==> src/slcan_pkg.sv <==
// Shared constants and helpers for the CAN frame to slcan text encoder.
package slcan_pkg;

   localparam int unsigned CHAR_W     = 7;
   localparam int unsigned TICK_W     = 32;
   localparam int unsigned TS_W       = 16;

   // Timestamp wraps modulo this count (59999)
   localparam logic [TS_W-1:0] TS_MODULUS = 16'hEA5F;

   localparam logic [CHAR_W-1:0] CH_CR     = 7'h0D;
   localparam logic [CHAR_W-1:0] CH_STD_DT = 7'h74;  // 't'
   localparam logic [CHAR_W-1:0] CH_STD_RT = 7'h72;  // 'r'
   localparam logic [CHAR_W-1:0] CH_EXT_DT = 7'h54;  // 'T'
   localparam logic [CHAR_W-1:0] CH_EXT_RT = 7'h52;  // 'R'
   localparam logic [CHAR_W-1:0] CH_ZERO   = 7'h30;  // '0'
   localparam logic [CHAR_W-1:0] CH_ALPHA  = 7'h37;  // 'A' - 10

   // Upper-case hex digit for one nibble
   function automatic logic [CHAR_W-1:0] hex_char(input logic [3:0] nib);
      logic [CHAR_W-1:0] base;
      base = (nib < 4'd10) ? CH_ZERO : CH_ALPHA;
      return base + {3'b000, nib};
   endfunction

endpackage

==> src/can_frame_to_slcan_ascii.sv <==
// Top level: CAN frame to slcan (Lawicel) ASCII line encoder.
//
// Usage:
//  - req_* channel: one received CAN frame per transfer (valid/ready).
//    req_ready is high only while the sequencer is idle; one frame at a time.
//  - rsp_* channel: one ASCII character per transfer, rsp_is_last set on the
//    closing CR. Line: type letter, 3 or 8 id digits, DLC digit, 2 digits per
//    data byte, optional 4 timestamp digits, CR (6..27 characters, 10..31
//    with timestamp).
//  - csr_* channel: writes timestamp_enable; csr_ready is always high.
//    Write it only while no frame is in flight.
// Order of events, receiver always ready:
//  - After the accept the sequencer loads the first character into the
//    output register, then one per cycle; req_ready returns once the CR
//    is loaded.
//  - With timestamp, the tick modulo 59999 comes first from a folding unit
//    (at most seven multiply-add folds and a final subtract).
// Reset: synchronous; clears the sequencer, output valid and timestamp_enable.
// A stalled receiver freezes the sequencer; the held character stays put.
module can_frame_to_slcan_ascii (
   input  logic                              clock,
   input  logic                              reset,
   // frame input
   input  logic                              req_valid,
   output logic                              req_ready,
   input  logic                              req_is_extended,
   input  logic                              req_is_remote,
   input  logic [28:0]                       req_frame_id,
   input  logic [3:0]                        req_length_code,
   input  logic [63:0]                       req_payload,
   input  logic [slcan_pkg::TICK_W-1:0]      req_tick_count,
   // character output
   output logic                              rsp_valid,
   input  logic                              rsp_ready,
   output logic [slcan_pkg::CHAR_W-1:0]      rsp_ascii_char,
   output logic                              rsp_is_last,
   // register write
   input  logic                              csr_valid,
   output logic                              csr_ready,
   input  logic                              csr_timestamp_enable
);

   // Sequencer states
   localparam logic [1:0] ST_IDLE = 2'd0;
   localparam logic [1:0] ST_MOD  = 2'd1;
   localparam logic [1:0] ST_EMIT = 2'd2;

   // Line sections while emitting
   localparam logic [2:0] PH_TYPE = 3'd0;
   localparam logic [2:0] PH_ID   = 3'd1;
   localparam logic [2:0] PH_DLC  = 3'd2;
   localparam logic [2:0] PH_DATA = 3'd3;
   localparam logic [2:0] PH_TS   = 3'd4;
   localparam logic [2:0] PH_CR   = 3'd5;

   localparam logic [3:0] MAX_DLC = 4'd8;

   logic [1:0]                       state_ff, state_in;
   logic [2:0]                       phase_ff, phase_in;
   logic [3:0]                       cnt_ff, cnt_in;
   logic                             ts_en_ff, ts_en_in;
   logic                             ext_ff, ext_in;
   logic                             rtr_ff, rtr_in;
   logic [3:0]                       dlc_ff, dlc_in;
   logic [31:0]                      id_ff, id_in;
   logic [63:0]                      data_ff, data_in;
   logic [slcan_pkg::TS_W-1:0]       ts_ff, ts_in;
   logic                             out_valid_ff, out_valid_in;
   logic [slcan_pkg::CHAR_W-1:0]     out_char_ff, out_char_in;
   logic                             out_last_ff, out_last_in;

   logic                             req_xfer;
   logic                             advance;
   logic                             mod_done;
   logic [slcan_pkg::TS_W-1:0]       mod_rem;
   logic [slcan_pkg::CHAR_W-1:0]     cur_char;
   logic [4:0]                       data_last;
   logic [3:0]                       id_last;

   assign req_ready = (state_ff == ST_IDLE);
   assign req_xfer  = req_valid & req_ready;
   assign csr_ready = 1'b1;

   // Output register free or being drained this cycle
   assign advance   = (state_ff == ST_EMIT) & (~out_valid_ff | rsp_ready);

   assign id_last   = ext_ff ? 4'd7 : 4'd2;
   assign data_last = {dlc_ff, 1'b0} - 5'd1;

   slcan_tsmod u_tsmod (
      .clock     (clock),
      .reset     (reset),
      .start     (req_xfer & ts_en_ff),
      .dividend  (req_tick_count),
      .done      (mod_done),
      .remainder (mod_rem)
   );

   // Character for the current line position
   always_comb begin
      unique case (phase_ff)
         PH_TYPE: begin
            if (ext_ff) cur_char = rtr_ff ? slcan_pkg::CH_EXT_RT : slcan_pkg::CH_EXT_DT;
            else        cur_char = rtr_ff ? slcan_pkg::CH_STD_RT : slcan_pkg::CH_STD_DT;
         end
         PH_ID:   cur_char = slcan_pkg::hex_char(id_ff[31:28]);
         PH_DLC:  cur_char = slcan_pkg::hex_char(dlc_ff);
         PH_DATA: cur_char = slcan_pkg::hex_char(cnt_ff[0] ? data_ff[3:0] : data_ff[7:4]);
         PH_TS:   cur_char = slcan_pkg::hex_char(ts_ff[slcan_pkg::TS_W-1 -: 4]);
         default: cur_char = slcan_pkg::CH_CR;
      endcase
   end

   always_comb begin
      state_in     = state_ff;
      phase_in     = phase_ff;
      cnt_in       = cnt_ff;
      ts_en_in     = ts_en_ff;
      ext_in       = ext_ff;
      rtr_in       = rtr_ff;
      dlc_in       = dlc_ff;
      id_in        = id_ff;
      data_in      = data_ff;
      ts_in        = ts_ff;
      out_valid_in = out_valid_ff & ~rsp_ready;
      out_char_in  = out_char_ff;
      out_last_in  = out_last_ff;

      if (csr_valid) ts_en_in = csr_timestamp_enable;

      unique case (state_ff)
         ST_IDLE: begin
            if (req_xfer) begin
               ext_in   = req_is_extended;
               rtr_in   = req_is_remote;
               dlc_in   = (req_length_code > MAX_DLC) ? MAX_DLC : req_length_code;
               // Left-justify the id so the first digit is always the top nibble
               id_in    = req_is_extended ? {3'b000, req_frame_id}
                                          : {req_frame_id[11:0], 20'h00000};
               data_in  = req_payload;
               phase_in = PH_TYPE;
               cnt_in   = '0;
               state_in = ts_en_ff ? ST_MOD : ST_EMIT;
            end
         end
         ST_MOD: begin
            if (mod_done) begin
               ts_in    = mod_rem;
               state_in = ST_EMIT;
            end
         end
         ST_EMIT: begin
            if (advance) begin
               out_valid_in = 1'b1;
               out_char_in  = cur_char;
               out_last_in  = (phase_ff == PH_CR);
               unique case (phase_ff)
                  PH_TYPE: begin
                     phase_in = PH_ID;
                     cnt_in   = '0;
                  end
                  PH_ID: begin
                     id_in  = {id_ff[27:0], 4'h0};
                     cnt_in = cnt_ff + 4'd1;
                     if (cnt_ff == id_last) phase_in = PH_DLC;
                  end
                  PH_DLC: begin
                     cnt_in = '0;
                     if (dlc_ff != 4'd0) phase_in = PH_DATA;
                     else                phase_in = ts_en_ff ? PH_TS : PH_CR;
                  end
                  PH_DATA: begin
                     // Low nibble done: move to the next byte
                     if (cnt_ff[0]) data_in = {8'h00, data_ff[63:8]};
                     cnt_in = cnt_ff + 4'd1;
                     if ({1'b0, cnt_ff} == data_last) begin
                        cnt_in   = '0;
                        phase_in = ts_en_ff ? PH_TS : PH_CR;
                     end
                  end
                  PH_TS: begin
                     ts_in  = {ts_ff[slcan_pkg::TS_W-5:0], 4'h0};
                     cnt_in = cnt_ff + 4'd1;
                     if (cnt_ff == 4'd3) phase_in = PH_CR;
                  end
                  default: begin
                     state_in = ST_IDLE;
                  end
               endcase
            end
         end
         default: state_in = ST_IDLE;
      endcase
   end

   always_ff @(posedge clock) begin
      if (reset) begin
         state_ff     <= ST_IDLE;
         phase_ff     <= PH_TYPE;
         cnt_ff       <= '0;
         ts_en_ff     <= 1'b0;
         out_valid_ff <= 1'b0;
      end else begin
         state_ff     <= state_in;
         phase_ff     <= phase_in;
         cnt_ff       <= cnt_in;
         ts_en_ff     <= ts_en_in;
         out_valid_ff <= out_valid_in;
      end
      ext_ff      <= ext_in;
      rtr_ff      <= rtr_in;
      dlc_ff      <= dlc_in;
      id_ff       <= id_in;
      data_ff     <= data_in;
      ts_ff       <= ts_in;
      out_char_ff <= out_char_in;
      out_last_ff <= out_last_in;
   end

   assign rsp_valid      = out_valid_ff;
   assign rsp_ascii_char = out_char_ff;
   assign rsp_is_last    = out_last_ff;

endmodule

==> src/slcan_tsmod.sv <==
// Iterative modulo unit: tick count modulo the timestamp wrap, by folding the high half.
module slcan_tsmod (
   input  logic                           clock,
   input  logic                           reset,
   input  logic                           start,
   input  logic [slcan_pkg::TICK_W-1:0]   dividend,
   output logic                           done,
   output logic [slcan_pkg::TS_W-1:0]     remainder
);

   localparam int unsigned HI_W = slcan_pkg::TICK_W - slcan_pkg::TS_W;

   // 2^16 mod 59999: the high half folds onto the low half with this weight
   localparam logic [slcan_pkg::TS_W-1:0] FOLD_K =
      ~slcan_pkg::TS_MODULUS + {{(slcan_pkg::TS_W-1){1'b0}}, 1'b1};

   logic                          busy_ff, busy_in;
   logic                          done_ff, done_in;
   logic [slcan_pkg::TICK_W-1:0]  acc_ff, acc_in;
   logic [slcan_pkg::TS_W-1:0]    rem_ff, rem_in;
   logic [slcan_pkg::TICK_W-1:0]  fold;
   logic                          hi_zero;

   // One fold per cycle: hi * (2^16 mod M) + lo keeps the residue, shrinks the value.
   // At most seven folds bring any 32-bit value below 2^16.
   assign fold = {{slcan_pkg::TS_W{1'b0}}, acc_ff[slcan_pkg::TICK_W-1:slcan_pkg::TS_W]}
               * {{HI_W{1'b0}}, FOLD_K}
               + {{HI_W{1'b0}}, acc_ff[slcan_pkg::TS_W-1:0]};
   assign hi_zero = (acc_ff[slcan_pkg::TICK_W-1:slcan_pkg::TS_W] == '0);

   always_comb begin
      busy_in = busy_ff;
      done_in = 1'b0;
      acc_in  = acc_ff;
      rem_in  = rem_ff;
      if (start) begin
         busy_in = 1'b1;
         acc_in  = dividend;
      end else if (busy_ff) begin
         if (!hi_zero) begin
            acc_in = fold;
         end else begin
            // below 2^16 < 2*M: one conditional subtract finishes it
            busy_in = 1'b0;
            done_in = 1'b1;
            rem_in  = (acc_ff[slcan_pkg::TS_W-1:0] >= slcan_pkg::TS_MODULUS)
                    ? acc_ff[slcan_pkg::TS_W-1:0] - slcan_pkg::TS_MODULUS
                    : acc_ff[slcan_pkg::TS_W-1:0];
         end
      end
   end

   always_ff @(posedge clock) begin
      if (reset) begin
         busy_ff <= 1'b0;
         done_ff <= 1'b0;
      end else begin
         busy_ff <= busy_in;
         done_ff <= done_in;
      end
      acc_ff <= acc_in;
      rem_ff <= rem_in;
   end

   assign done      = done_ff;
   assign remainder = rem_ff;

endmodule

==> config.mk <==
export PLATFORM = sky130hd
export DESIGN_NAME = can_frame_to_slcan_ascii
export DESIGN_NICKNAME = d
export VERILOG_FILES = /design/src/slcan_pkg.sv /design/src/can_frame_to_slcan_ascii.sv /design/src/slcan_tsmod.sv
export SDC_FILE = /design/constraint.sdc
export NUM_CORES = 1
export LEC_CHECK = 0
export ABC_AREA = 1
export ABC_CLOCK_PERIOD_IN_PS = 5800
export BUFFER_PORTS_ARGS = -buffer_cell sky130_fd_sc_hd__buf_2
export CAP_MARGIN = 20
export CORE_ASPECT_RATIO = 1.5
export CORE_MARGIN = 3
export CORE_UTILIZATION = 60
export DETAILED_ROUTE_END_ITERATION = 10
export PLACE_DENSITY = 0.88
export SLEW_MARGIN = 20
export SYNTH_ARGS = -nofsm -noshare
export SYNTH_HDL_FRONTEND = slang
export SYNTH_HIERARCHICAL = 1
export SYNTH_SLANG_ARGS = --single-unit
==> constraint.sdc <==
create_clock -name clock -period 5.8 [get_ports clock]
set_clock_uncertainty 0.15 [all_clocks]
set_input_delay 0.29 -clock clock [delete_from_list [all_inputs] [get_ports clock]]
set_output_delay 0.29 -clock clock [all_outputs]
set_load 0.01 [all_outputs]
# After elaboration in Yosys (flattened, before gate mapping)
# Index checks and enable logic that the tools add are counted.
# word_totals
ff_bits	187
latchBits	0
mem_bits_rw	0
romBits	0
input_bits	137
output_inout_bits	11
wordCells	140
n_memories	0
# classes
addsub	8
mul	1
div_mod_pow	0
order_cmp	6
n_eq_ne	24
n_shift	0
mux	54
bitwise	9
n_reduce_logical	21
# ops
cell	n
$mux 64	4
$mux 32	7
$pmux 64 s2	1
$mux 16	4
$pmux 32 s2	1
$mux 3	13
$pmux 7 s5	1
$pmux 16 s2	1
$add 29x16->30	1
$mul 16x13->29 const B	1
$add 6x4->7	4
$ge 16x16->1 const B	1
$logic_not 16->1	1
$lt 4x4->1 const B	4
$mux 4	4
$reduce_and 4->1	4
$sub 16x16->16 const B	1
$pmux 3 s5	1
$ne 2x1->1 const B	6
$pmux 4 s3	1
$mux 2	5
$ne 3x3->1 const B	3
$pmux 4 s2	1
$mux 1	7
31 further kinds	46

# Logic depth before layout (Yosys ltp)
# depth
word_depth	6
ltp_mapped	24
mapped_depth_nobuf	24

# Cells and area by module
# Netlist, hierarchy kept.
# modules_own_cells
mod	n_inst	cells_each	area_per_inst_um2	seq_area_each_um2
slcan_tsmod	1	942	7347.0	1481.4
can_frame_to_slcan_ascii	1	765	6894.1	4003.8

# Worst setup path before layout
# Ideal clock, no wire load.
# synth_path
kind	register to register
startpoint	reg u_tsmod/acc_ff[19] in the netlist's numbering
endpoint	reg u_tsmod/acc_ff[28] in the netlist's numbering (data pin)
setup_ns	0.254
t_arrival_ns	4.636
required_ns	5.396
path_slack_ns	0.760
stages_incl_launch_ff	22
n_path_buf	0
period_less_slack_ns	5.040
path_cell_list	edfxtp_1 -> ha_1 -> fa_1 -> fa_1 -> inv_1 -> fa_1 -> inv_1 -> fa_1 -> inv_1 -> fa_1 -> inv_1 -> ha_1 -> nand2_1 -> inv_1 -> nand2_1 -> nand2_1 -> nand2_1 -> nand2_1 -> a21oi_1 -> nand3_1 -> nand3_1 -> nand2_1
# synth_via
elab_chain_cells	5
# synth_lines
item	line	rtl
from (decl)	slcan_tsmod.sv:19	logic [slcan_pkg::TICK_W-1:0] acc_ff, acc_in;
from (signal assigned)	slcan_tsmod.sv:61	acc_ff <= acc_in;
$mul 16x13->29	slcan_tsmod.sv:27	* {{HI_W{1'b0}}, FOLD_K}
$add 29x16->30	slcan_tsmod.sv:28	+ {{HI_W{1'b0}}, acc_ff[slcan_pkg::TS_W-1:0]};
$mux 32	slcan_tsmod.sv:40	if (!hi_zero) begin
$mux 32	slcan_tsmod.sv:39	end else if (busy_ff) begin
$mux 32	slcan_tsmod.sv:36	if (start) begin
named net u_tsmod.acc_in (one bit)	slcan_tsmod.sv:19	
# The timed path passes the listed nets, and every way through them passes these cells. The select of a mux whose other input is x is not followed.
# A chain may end at the register's enable or synchronous reset.

# Worst setup path in the final report
# layout_path
startpoint	reg u_tsmod/acc_ff[19] in the netlist's numbering
endpoint	reg u_tsmod/acc_ff[24] in the netlist's numbering (data pin)
# Same word-level chain as after synthesis.

==> reports/metrics.cfg <==
[final_layout]
layout_commonest_cell = nand2_1
fin_cells = 2276
fillers = 1675
layout-drive-gt1-share = 0.126
layout.cells.most_common_list = 608 x nand2_1, 276 x inv_1, 174 x edfxtp_1, 156 x ha_1, 146 x buf_2
final_nets = 2298
area_delta_synth_final_pct = 18.4

[clock_tree]
cts_tree = built
htreeDepth = 4
cts-root-buf = clkbuf_16
clk_pin_slew_ns = 0.07
cts-buffers-inserted = 17
cts_buffer_depth = 2
clock_latency_ns = 0.45
cts_sinks = 187

[logic_synthesis]
synth_seq_cells = 187
synth_edf_count = 174
syn_avg_cell_area_um2 = 8.34
seq_area_frac_synth = 0.385
syn-instance-count = 1707
synth_flop_cell = edfxtp_1
syn-cell-area_um2 = 14200
syn_nets = 2057
ys_async_sr_fraction = 0
ys_types = 49
synth_warnings = 6

[global_route]
grt_pass1_vias = 13000
track_usage = 0.297
grt_max_degree = 98
antenna_found_initial = 1
grt_pass1_wl_um = 60700
grt-ovfl-total = 0

[hold_path]
holdCritPathClass = in -> reg
holdPathStages = 3

[detailed_routing]
drt-vias-per-instance = 5.43
route.detailed.drc = 0
firstDrtPassIters = 5
vias = 12400
drt_iter0_markers = 907
routed_wl_um = 37800
ant_nets = 0
routedWlPerCell_um = 16.6

[critical_path]
reg2reg_depth = 20
required_ns = 5.85
arrival_ns = 5.54
critPathCaptureType = flip-flop
path_class = reg -> reg
start_kind = flip-flop
cp_max_fo = 7

[die]
rows = 68
core_um2 = 23100
start_util = 0.615
die_h_um = 195
pin_count = 148
fp.dieW_um = 132
dieArea_um2 = 25700

[status]
status = finished, final reports clean

[timing]
relSlewSlack = 0.328
whs_ns = 0.0179
drv_slew = 0
worst_pin_slew_ns = 1.01
setup_ws_ns = 0.309
period_share = 0.947
finalCriticalPeriod_ns = 5.49
rsz0062_at_grt = false
finalSetupViolCount = 0
clock.fmax_mhz = 182
hold_violations = 0
tns_ns = 0

[placed_design]
place_ws_ns = 0.391
place.gp.congestion = 1.02
place_hpwl_um = 26600
placedCellCount = 2142
port_buffers = 146

[flow_run]
drv_cap = 0

-- logic make-up (layout without fill, tap and decap cells) --
logic type,after synthesis,in the layout,synth area share
AND/OR/NAND/NOR,844,844,0.249
buffers and inverters,327,580,0.0908
adder cells (fa/ha/maj),213,213,0.217
flip-flops,187,187,0.385
AO/OA/AOI/OAI,116,116,0.0460
XOR/XNOR,19,19,0.0117
other,1,2,0.000263
-- critical path, stage by stage (launching register included) --
cell and delay, ns:
edfxtp_1 0.52, ha_1 0.37, fa_1 0.51, fa_1 0.56, inv_1 0.06, fa_1 0.54
inv_1 0.06, fa_1 0.53, inv_1 0.06, fa_1 0.54, inv_1 0.05, ha_1 0.36
nand2_1 0.12, nor2_1 0.24, nand2_1 0.09, inv_1 0.09, nand3_1 0.10, nand3_1 0.10
nand2_1 0.05, nand3_1 0.07, nand2_1 0.07
-- layer usage --
metal  part of all wire  vias up  track usage
li1                   -     5915            -
met1               0.34     5770        0.293
met2               0.54      505        0.565
met3              0.048      177       0.0453
met4              0.070        0        0.203
met5                  0        -            0
-- path summary, 6_finish.rpt --
check	from	end	slack (ns)
worst min-delay path	req_payload[38]	data_ff[38]	0.02
worst max register to register	u_tsmod/acc_ff[19]	u_tsmod/acc_ff[24]	0.31
worst min register to register	data_ff[55]	data_ff[47]	0.35
worst max-delay path	u_tsmod/acc_ff[19]	u_tsmod/acc_ff[24]	0.31
-- sequential cells by signal, indices dropped and copies added, names as in the netlist, 2 cells and up --
name	cells
phase_ff	3
u_tsmod/acc_ff	32
u_tsmod/remainder	16
cnt_ff	4
rsp_ascii_char	7
state_ff	2
ts_ff	16
dlc_ff	4
data_ff	64
id_ff	32
-- repair_timing --
action | in CTS | in global routing
hold buffers | 101 | 0
setup buffers | 0 | 1
endpoints found under the hold margin | 100 | 0
resized for setup | 0 | 0
setup endpoints to repair | 0 | 1
-- synthesized netlist by cell type (all sizes together), types with 2 or more instances --
cell / number / share of area
nand2: 621 / 0.17
inv: 288 / 0.076
edfxtp: 174 / 0.37
ha: 156 / 0.14
nor2: 98 / 0.030
nand3: 81 / 0.031
a21oi: 59 / 0.021
fa: 57 / 0.080
o21ai: 37 / 0.013
buf: 20 / 0.0098
nand4: 18 / 0.0090
clkbuf: 17 / 0.0045
dfxtp: 13 / 0.018
xor2: 11 / 0.0068
nand3b: 10 / 0.0053
or2: 8 / 0.0035
xnor2: 8 / 0.0049
nor3: 6 / 0.0033
a21o: 3 / 0.0016
o211ai: 3 / 0.0016
o21bai: 3 / 0.0016
clkinv: 2 / 0.00053
o2111ai: 2 / 0.0012
o31ai: 2 / 0.0011
-- through the flow --
step	utilization	cell area, um^2
2_1_floorplan	-	14200
3_3_place_gp	0.660	15300
3_5_place_dp	0.660	15300
4_1_cts	0.728	16800
5_1_grt	0.729	16900
6_report	0.729	16900
-- area by class of cell --
cell class | count | area (um^2) | share of cell area
sequential | 187 | 5490 | 0.325
timing repair buffer | 259 | 1830 | 0.109
tap | 315 | 394 | 0.0234
multi-input combinational | 1193 | 7490 | 0.444
clock inverter | 14 | 140 | 0.00831
clock buffer | 17 | 425 | 0.0252
inverter | 290 | 1090 | 0.0648
antenna | 1 | 2.50 | 0.000148
Power is not shown: default switching activity piles up to over one toggle a cycle in this logic, so the estimate is an artifact.
